<file path="config.mk">
export PLATFORM = sky130hd
export DESIGN_NAME = dse_mod
export DESIGN_NICKNAME = d
export VERILOG_FILES = /design/src/hdl/dse_pkg.sv /design/src/hdl/dse_mod.sv
export SDC_FILE = /design/constraint.sdc
export NUM_CORES = 1
export LEC_CHECK = 0
export ABC_AREA = 1
export BUFFER_PORTS_ARGS = -buffer_cell sky130_fd_sc_hd__clkbuf_2
export CORE_MARGIN = 10
export CORE_UTILIZATION = 55
export CTS_CLUSTER_SIZE = 28
export DETAILED_ROUTE_END_ITERATION = 8
export PLACE_DENSITY = 0.8
export SLEW_MARGIN = 0
export SYNTH_ARGS = -nofsm -noshare
export SYNTH_HDL_FRONTEND = slang
export SYNTH_SLANG_ARGS = --single-unit
</file>
<file path="constraint.sdc">
create_clock -name clk -period 2.3 [get_ports clk]
set_clock_uncertainty 0.15 [all_clocks]
set_input_delay 0.345 -clock clk [delete_from_list [all_inputs] [get_ports clk]]
set_output_delay 0.345 -clock clk [all_outputs]
set_load 0.005 [all_outputs]
</file>
<file path="src/hdl/dse_pkg.sv">
// Shared types and constants for the deck shuffle engine.
package dse_pkg;
    localparam int DECK_SIZE_DEF = 52;
    localparam int MT_N = 624;
    localparam int MT_M = 397;
    localparam int SUIT_LEN = 13;
    localparam logic [31:0] MT_MATRIX = 32'h9908B0DF;
    localparam logic [31:0] MT_MULT = 32'd1812433253;

    typedef enum logic [3:0] {
        ST_IDLE, ST_INIT, ST_SEED, ST_SEEDW, ST_DRAWREQ, ST_DRAWWAIT, ST_MOD,
        ST_RDA, ST_RDB, ST_SWAP, ST_EMITRD, ST_EMIT
    } top_state_t;

    typedef enum logic [2:0] {
        MT_IDLE, MT_TW_RD0, MT_TW_RD1, MT_TW_RD2, MT_TW_WR, MT_OUT_RD, MT_OUT_TMP, MT_DONE
    } mt_state_t;

    // Generator control between sequencer and generator
    typedef struct packed {
        logic        seed_wr;
        logic [9:0]  seed_addr;
        logic [31:0] seed_data;
        logic        draw_req;
    } mt_ctl_t;

    typedef struct packed {
        logic        draw_valid;
        logic [31:0] draw;
    } mt_sts_t;

    // Tempering of one MT19937 output word
    function automatic logic [31:0] mt_temper(input logic [31:0] x);
        logic [31:0] y;
        y = x ^ (x >> 11);
        y = y ^ ((y << 7) & 32'h9D2C5680);
        y = y ^ ((y << 15) & 32'hEFC60000);
        y = y ^ (y >> 18);
        return y;
    endfunction
endpackage

</file>
<file path="src/hdl/dse_mod.sv">
// Iterative remainder unit: draw mod n by restoring subtraction.
module dse_mod
    import dse_pkg::*;
(
    input  logic        clk,
    input  logic        rst_n,
    input  logic        start,
    input  logic [31:0] num,
    input  logic [6:0]  den,
    output logic        done,
    output logic [5:0]  rem
);
    logic [5:0]  cnt_reg, cnt_next;
    logic        run_reg, run_next;
    logic [31:0] q_reg, q_next;
    logic [6:0]  r_reg, r_next;
    logic [7:0]  trial;

    always_ff @(posedge clk or negedge rst_n)
    begin
        if (!rst_n)
        begin
            run_reg <= 1'b0;
            cnt_reg <= '0;
        end
        else
        begin
            run_reg <= run_next;
            cnt_reg <= cnt_next;
        end
    end

    always_ff @(posedge clk)
    begin
        q_reg <= q_next;
        r_reg <= r_next;
    end

    // Shift one dividend bit a cycle
    always_comb
    begin
        run_next = run_reg;
        cnt_next = cnt_reg;
        q_next   = q_reg;
        r_next   = r_reg;
        done     = 1'b0;
        trial    = {r_reg, q_reg[31]};
        if (start)
        begin
            run_next = 1'b1;
            cnt_next = '0;
            q_next   = num;
            r_next   = '0;
        end
        else if (run_reg)
        begin
            q_next   = {q_reg[30:0], 1'b0};
            r_next   = (trial >= {1'b0, den}) ? 7'(trial - {1'b0, den}) : trial[6:0];
            cnt_next = cnt_reg + 6'd1;
            if (cnt_reg == 6'd31)
            begin
                run_next = 1'b0;
            end
        end
        else if (cnt_reg == 6'd32)
        begin
            done     = 1'b1;
            cnt_next = '0;
        end
        rem = r_reg[5:0];
    end
    // counter reaches 32 at the cycle after the last shift

`ifndef SYNTHESIS
    a_rem: assert property (@(posedge clk) disable iff (!rst_n)
        done |-> ({1'b0, rem} < den)) else $error("remainder range");
    a_done_idle: assert property (@(posedge clk) disable iff (!rst_n)
        done |-> !run_reg) else $error("remainder done while running");
    a_cnt_range: assert property (@(posedge clk) disable iff (!rst_n)
        run_reg |-> (cnt_reg < 6'd32)) else $error("shift count");
`endif
endmodule

</file>
; After elaboration in Yosys (flattened, before gate mapping)
; Index checks and enable logic that the tools add are counted.
[totals]
reg_bits = 46
output_inout_bits = 7
wordCells = 23
[classes]
addsub = 2
n_lt_le_gt_ge = 1
n_eq_ne = 2
muxes = 12
n_reduce_logical = 2
[op_table]
columns = cell, count
row1 = two-way mux 32 bit, 2
row2 = two-way mux 6 bit, 3
row3 = >= comparator 8 x 7 -> 1 bit, 1
row4 = two-way mux 7 bit, 1
row5 = subtractor 7 bit, 1
row6 = "adder 6 x 1 -> 6 bit, second input constant", 1
row7 = "== test 6 x 5 -> 1 bit, second input constant", 1
row8 = "== test 6 bit, second input constant", 1
row9 = two-way mux 1 bit, 6
row10 = nonzero test 3 bit, 1
row11 = nonzero test 2 bit, 1

; Logic depth before layout (Yosys ltp)
; Gate-level depths: netlist of the first run.
[logic_depth]
depth_word = 4
ltp_mapped = 14
mapped_depth_nobuf = 14

; Least setup slack after synthesis of the first run
; OpenSTA, ideal clock, no wires.
[synth_timing]
path_type = register to register
start = register q_reg[31]
end = register r_reg[5]
setup_time_ns = 0.112
t_arrival_ns = 1.595
required_time_ns = 2.038
path_slack_ns = 0.443
path_stages_with_launch = 15
cell_sequence = edfxtp_1 -> inv_1 -> ha_1 -> inv_1 -> fa_1 -> nand2_1 -> nand2_1 -> nand2_2 -> nand2_2 -> nand2_4 -> nand3_1 -> nand2_1 -> inv_1 -> nand2_1 -> nand2_1
[synth_via]
elab_chain_cells = 2
elab_cells_between_ends = 3
classes_between = add/sub: 1 / order compare: 1 / mux: 1
[synth_rtl]
columns = item, line_no
row1 = "start, declared", dse_mod.sv:15  ; logic [31:0] q_reg, q_next;
row2 = "start signal, assigned", dse_mod.sv:35  ; q_reg <= q_next;
row3 = subtractor 7 bit / >= comparator 8 x 7 -> 1 bit (equally long branches), dse_mod.sv:58  ; r_next = (trial >= {1'b0, den}) ? 7'(trial - {1'b0, den}) : trial[6:0];
row4 = two-way mux 7 bit (*), dse_mod.sv:58
row5 = "end signal, assigned", dse_mod.sv:36  ; r_reg <= r_next;
row6 = "end, declared", dse_mod.sv:16  ; logic [6:0] r_reg, r_next;
; Mark *: on every way between the ends. The rest lies on a longest branch, timed or not.
; A chain may end at the register's enable or synchronous reset.

; Worst setup path in the final report of the first run
; Same ends and word-level chain as after synthesis.

==> results summary, run 1 <==
The final-layout setup total negative slack is 0 ns. The I/O pin total came out at 49. The final estimated routing congestion in global placement came out at 0.843.

In the global route stage, overall resource usage came out at 0.139. The post-CTS setup repair buffer count came out at 0. The die covers ~7600 µm². The die extent in x is about 87 µm. The critical path goes through inv_1 -> ha_1 -> inv_1 -> fa_1 -> nand2_1 -> nand2_1 -> nand2_2 -> nand2_2 -> nand2_4 -> nand3_1 -> nand2_1 -> inv_1 -> nand2_1 -> nand2_1. The pin count of the biggest net entering global routing is 39.

The multi-input logic area came out at slightly below 1000 µm². The placement row count is 24. The most common cell after layout, fill and taps aside is nand2_1.

The sequential-to-total area share from yosys stat is 0.518. The number of clock buffers added by TritonCTS is 5. The maximum fanout along the worst path came out at 9. edfxtp_1 takes more of the synthesized area than any other cell.

The cell sitting at the root of the clock tree is a clkbuf_8. The data required time at the worst endpoint came out at 2.34 ns. The flip-flop count of the largest register after layout is 32. Once detailed placement completed, the half-perimeter wirelength came to 3670 µm.

After detailed routing, the average wire length per cell comes to 12.7 µm. From bottom edge to top edge, the die measures between 80 and 90 µm. The number of filler cells placed in the layout came out at 387. The static leakage power is 1.50 nW.

The post-layout minimum cycle time is just over 2 ns. The cell at the slowest stage of the critical path is fa_1. The number of buffers and inverters on the critical path is 3. The clock tree synthesis step divided the H-tree into 2 levels. The number of DRC markers after the initial detailed-route iteration came out at approximately 130. The count of cell types in the netlist came out at 32.

Across the VDD grid, the largest voltage drop is ~0.43 mV. The final cycle utilization of the critical path came out at 0.882. The final non-filler cell area is 2850 µm². For the worst-skew pair, the clock arrives at the later sink with an insertion delay of ~0.29 ns. The post-route antenna net violation count came out at 0.

Ranked by total cell area, the synthesized netlist is headed by edfxtp_1, nand2_1, dfrtp_1, dfxtp_1, ha_1. The type of origin of the critical path is a flop. The post-detailed-routing wire length came out at around 5000 µm. The actual transition at the worst max-transition pin came out at between 0.4 and 0.5 ns. The total area of sequential cells came out at around 1300 µm². The count of endpoints failing hold in the final timing report is 0. The number of synthesized register bits came out at 46.

In this run the standard cell core region covers roughly 4400 µm². The final routed DRC violation total is 0. Headroom to the max-slew limit came out at 0.681. The synthesized area per cell came out at approximately 8.3 µm². In this run the deepest clock path goes through 2 buffers. The number of global-route vias before repair is roughly 2,100. The number of antenna violations at the first check in global routing is 0. The number of pins with negative max-slew slack in the final report came to 0. The top cell types in the final layout, fill and taps aside, are nand2_1, clkbuf_2, edfxtp_1. The layout overhead on the synthesized area came out at 15.5%. Hold is met by roughly 0.15 ns. The max capacitance violation total is 0. The highest cell delay on the worst timing path came out at ~0.4 ns. The overflow left after global routing is 0.

The post-placement cell area is around 2700 µm². The number of nets in the final layout came out at around 390. The clock-pin slew of the registers on the worst-case setup and hold paths is 0.08 ns. The share of the synthesized area in the top cell type came out at 0.390.

The total vias in the final route is about 2,000. The count of antenna diodes in the layout came out at 0. The cell occurring most often along the worst timing path is nand2_1. The total of warnings raised by yosys is 0. The post-synth net total came out at between 300 and 400. Setup violations remaining at the end of the flow were counted as 0. The synthesized netlist cell count came out at between 200 and 300.

Clock tree synthesis found a total of 46 sinks. Grouping stages by cell kind, the critical path spends the most delay in simple AND/OR/NAND/NOR gates. The worst setup path is captured at a flop. Of the cells placed in the final design, the portion with a size suffix greater than 1 is 0.204. The worst setup path is of the flop to flop kind. Dividing total power by cell area gives a power density of about 900 nW/µm². The mean number of vias per cell is between 4 and 5. The data arrival at the endpoint of the critical path came out at between 2 and 2.5 ns.

The starting density of the core is 0.566. The flow ran to the end, and the final reports show no timing, DRC or antenna violations. The tightest min-delay check is of the primary input to flop type.

The highest clock frequency the design can meet is between 0.4 and 0.5 GHz. The number of detailed-route iterations in the first pass came out at 4. The synthesized cell area is approximately 2500 µm². The clock tree from TritonCTS is done. The wire length of the first global-routing pass came out at 8690 µm. Setup repair after global routing left no endpoint under its margin.

The number of buffer cells added on primary ports is 48.
## cell usage after synthesis
master / number
inv_2: 4
dfrtp_1: 7
fa_1: 1
nand2_4: 2
ha_1: 9
nor2_2: 1
buf_8: 1
inv_1: 28
xnor2_1: 1
buf_4: 6
nor2_1: 8
buf_2: 1
clkbuf_1: 6
nor3_1: 1
or2_1: 1
a21oi_4: 1
dfxtp_1: 7
o21ai_1: 7
o22ai_1: 3
nand3_1: 18
clkinv_1: 1
or2_4: 1
nand4_1: 2
xor2_1: 1
a21oi_1: 3
nand2_2: 2
nor3_2: 1
nand3b_1: 1
a31oi_1: 1
nand2_1: 137
o21ai_0: 2
edfxtp_1: 32
## per-layer routing
layer,share of wire,up-vias,GRT usage
met2,0.51,49,0.237
met4,0.0096,0,0.0501
met3,0.062,6,0.0449
met1,0.42,883,0.159
met5,0,-,0
li1,-,1027,-
## area by class of cell
cell class	instances	share of cell area
Clock inverter	3	0.0224
Sequential cell	46	0.448
Multi-Input combinational cell	204	0.343
Clock buffer	5	0.0242
Tap cell	52	0.0228
Inverter	33	0.0435
Timing Repair Buffer	52	0.0958
## cells by family after synthesis
family                     after synthesis  synth area share
and+or+nand+nor                        175             0.294
buffers and inverters                   47            0.0858
DFF                                     46             0.518
AOI/OAI and AO/OA                       17            0.0411
adders and majority gates               10            0.0538
xor gates and xnor gates                 2           0.00711
## worst reg2reg max path: stages, from the launching register on
cell	delay (ns)
edfxtp_1	0.36
inv_1	0.09
ha_1	0.16
inv_1	0.06
fa_1	0.40
nand2_1	0.07
nand2_1	0.07
nand2_2	0.09
nand2_2	0.06
nand2_4	0.11
nand3_1	0.09
nand2_1	0.07
inv_1	0.04
nand2_1	0.06
nand2_1	0.05
## path summary, 6_finish.rpt
path / startpoint / end / slack (ns) / cells after the start
hold / removal: num[0] / q_reg[0] / 0.15 / 3
hold reg to reg: r_reg[6] / r_reg[6] / 0.34 / 2
setup / recovery: q_reg[31] / r_reg[5] / 0.27 / 14
min in group asynchronous: rst_n / cnt_reg[0] / 0.27 / 2
max in group asynchronous: rst_n / cnt_reg[5] / 1.57 / 2
setup reg to reg: q_reg[31] / r_reg[5] / 0.27 / 14
## where the power goes
part	total, mW	internal [mW]	switching (mW)	leakage [nW]
registers	1.08	1.00	0.0793	0.501
logic	0.851	0.354	0.497	0.930
clock network	0.686	0.430	0.256	0.0658
total	2.62	1.79	0.832	1.50
## metrics by stage
step | power [mW] | cells | util | setup slack (ns)
after CTS | 2.64 | 395 | 0.654 | 0.265
after global routing | 2.80 | 395 | 0.654 | 0.0951
after global placement | 1.91 | 386 | 0.621 | 0.364
after detailed placement | 1.95 | 386 | 0.621 | 0.278
final | 2.62 | 395 | 0.654 | 0.271
after floorplan | 1.78 | 297 | - | 0.443
## what timing repair did
action                    in CTS  in global routing
hold buffers                   1                  0
hold endpoints to repair       7                  0
gates resized for setup        0                  0
(Power assumes the default switching activity.)
==> run 2, diff against run 1 <==
--- a/config.mk
+++ b/config.mk
@@ -7,7 +7,7 @@
 export LEC_CHECK = 0
 export ABC_AREA = 1
 export BUFFER_PORTS_ARGS = -buffer_cell sky130_fd_sc_hd__clkbuf_2
-export CORE_MARGIN = 10
+export CORE_MARGIN = 2
 export CORE_UTILIZATION = 55
 export CTS_CLUSTER_SIZE = 28
 export DETAILED_ROUTE_END_ITERATION = 8
==> results summary, run 2 (synthesis gave the netlist of run 1 again) <==
Run status: complete, no violations (unchanged). The number of detailed-route iterations in the first pass came out at 5 (was 4). The most common cell after layout, fill and taps aside is nand2_1 (unchanged). The pin count of the biggest net entering global routing is 39 (unchanged). The post-route antenna net violation count came to 0 (unchanged). The number of nets in the final layout came out at 394 (unchanged).

The highest clock frequency the design can meet is 0.497 GHz (was 0.493 GHz). The actual transition at the worst max-transition pin came out at 0.476 ns (was 0.478 ns). The category of the worst setup path capture point is a flop (unchanged). The final estimated routing congestion in global placement was 0.919 (was 0.843).

The critical register-to-register path startpoint is q_reg[31] (unchanged). The placement row count came to 24 (unchanged). The maximum fanout along the worst path came out at 9 (unchanged).

The switching portion of total power came out at 0.333 (was 0.317). The master cell of the clock root buffer is clkbuf_8 (unchanged). The data arrival at the endpoint of the critical path is 2.09 ns (was 2.07 ns). The peak supply drop is 0.460 mV (was 0.432 mV).

The max capacitance violation total is 0 (unchanged). The number of pins with negative max-slew slack in the final report came out at 0 (unchanged). The internal cell power is 1.68 mW (was 1.79 mW).

The number of DRC markers after the initial detailed-route iteration is 102 (was 131). The final-layout setup total negative slack is 0 ns (unchanged). The ratio of cells with drive above 1 in the final layout was 0.204 (unchanged). The number of antenna violations at the first check in global routing was 0 (unchanged). The final cycle utilization of the critical path is 0.875 (was 0.882).

The layout overhead on the synthesized area came out at 14.6% (was 15.5%). The total of hold buffers inserted after clock tree synthesis came out at 1 (unchanged). The post-layout minimum cycle time is 2.01 ns (was 2.03 ns).

The final number of setup-violating endpoints is 0 (unchanged). The starting density of the core is 0.570 (was 0.566). The number of filler cells placed in the layout is 369 (was 387).

The maximum clock path buffer count is 2 (unchanged). The number of cells upsized or downsized after cts came out at 0 (unchanged). The number of sinks handled by clock tree synthesis came to 46 (unchanged). The total vias in the final route is 1,983 (was 1,965). Top library cells by usage in the layout, fill and taps aside: nand2_1, clkbuf_2, edfxtp_1 (unchanged). The total die area is 5030 µm² (was 7560 µm²). The final routed DRC violation total came out at 0 (unchanged). The proportion of power drawn by flip-flops and latches came out at 0.429 (was 0.414).

The mean number of vias per cell is 5.02 (was 4.97). The average routed wire per standard cell came out at 11.6 µm (was 12.7 µm). The type of the most critical hold path was primary input to flop (unchanged). The overflow left after global routing came out at 0 (unchanged). The total design power was 2.52 mW (was 2.62 mW). The count of antenna diodes in the layout was 0 (unchanged).

Setup repair after global routing missed its margin: no (unchanged). The y dimension of the die is 70.9 µm (was 86.9 µm). The total routing resource utilization after global routing is 0.196 (was 0.139).

The worst setup path startpoint is q_reg[31] (unchanged). The power density of the placed cells is 892 nW/µm² (was 920 nW/µm²). The reported net switching power came out at 0.839 mW (was 0.832 mW). The wire length of the first global-routing pass came out at 7890 µm (was 8690 µm). The number of global-route vias before repair came out at 1,865 (was 2,063). The I/O pin total is 49 (unchanged). The count of endpoints failing hold in the final timing report came out at 0 (unchanged). The standard cell core area was 4320 µm² (was 4350 µm²). The static leakage power came out at 1.48 nW (was 1.50 nW).

The proportion of power drawn by combinational gates came out at 0.334 (was 0.325). The number of levels in the clock H-tree is 2 (unchanged). The data required time at the worst endpoint came out at 2.38 ns (was 2.34 ns). The clock insertion delay at the later pin of the skew report is 0.30 ns (was 0.29 ns).

The die extent in x is 70.9 µm (was 86.9 µm). The post-detailed-routing wire length came out at 4590 µm (was 5000 µm). The normalized max-slew margin came out at 0.683 (was 0.681).

The category of the critical setup timing path was flop to flop (unchanged). The number of buffer cells added on primary ports came out at 48 (unchanged). The hold path startpoint is num[0] (unchanged).

The fraction of power consumed by the clock network came to 0.237 (was 0.262). The post-CTS setup repair buffer count was 0 (unchanged). The post-DP HPWL is 3260 µm (was 3670 µm).

The type of origin of the critical path was a flop (unchanged). The clock tree from TritonCTS is done (unchanged). The clock-pin slew of the registers on the worst-case setup and hold paths is 0.09 ns (was 0.08 ns). The clock buffer count from CTS came to 5 (unchanged). The flip-flop count of the largest register after layout came out at 32 (unchanged).
run 2: cell types whose count changed in the layout (fill, tap and decap cells not counted):
cell | before | now
bufinv_16 | 2 | 1
clkbuf_1 | 0 | 1
clkinv_1 | 2 | 1
clkinvlp_4 | 0 | 1
run 2: final cells by class:
type / count / area [µm²] / share of cell area
Clock inverter: 2 / 37.5 / 0.0133
Tap cell: 52 / 65.1 / 0.0230
Inverter: 33 / 124 / 0.0438
Multi-Input combinational cell: 204 / 977 / 0.346
Sequential cell: 46 / 1280 / 0.452
Clock buffer: 6 / 72.6 / 0.0257
Timing Repair Buffer: 52 / 273 / 0.0965
run 2: worst paths after layout:
check | cells past startpoint | end | slack (ns)
worst max register to register | 13 | r_reg[2] | 0.29
worst min-delay path | 3 | q_reg[0] | 0.15
worst min register to register | 2 | r_reg[1] | 0.34
worst max-delay path | 13 | r_reg[2] | 0.29
min in group asynchronous | 2 | cnt_reg[2] | 0.27
max in group asynchronous | 2 | cnt_reg[4] | 1.56
run 2: worst max-delay path: stages (launching register included):
cell	delay, ns
edfxtp_1	0.37
inv_1	0.09
ha_1	0.17
inv_1	0.06
fa_1	0.40
nand2_1	0.08
nand2_1	0.08
nand2_2	0.08
nand2_2	0.06
nand2_4	0.11
nand2_4	0.08
nand2_1	0.08
nand3_1	0.06
o21ai_1	0.08
run 2: per-layer routing:
layer	global-route usage	routed length, µm	vias to the layer above
met3	0.0313	216	12
met1	0.263	2120	888
met2	0.314	2180	55
met4	0.0964	78	0
li1	-	-	1028
met5	0	0	-
run 2: through the flow:
stage                     hold slack (ns)  area [µm²]   util  std cells  setup slack [ns]
after CTS                           0.143        2830  0.653        395             0.294
after floorplan                    -0.101        2460      -        297             0.443
after detailed placement           0.0411        2710  0.626        386             0.303
after global routing                0.155        2830  0.653        395            0.0771
after global placement             0.0425        2710  0.626        386             0.365
final                               0.146        2830  0.653        395             0.288
run 2: power by group through the flow:
stage	clock (mW)	sequential, mW	combinational [mW]
6_report	0.597	1.08	0.843
5_1_grt	0.633	1.10	0.973
4_1_cts	0.606	1.08	0.846
3_5_place_dp	0	1.10	0.838
3_3_place_gp	0	1.09	0.814
2_1_floorplan	0	1.08	0.703
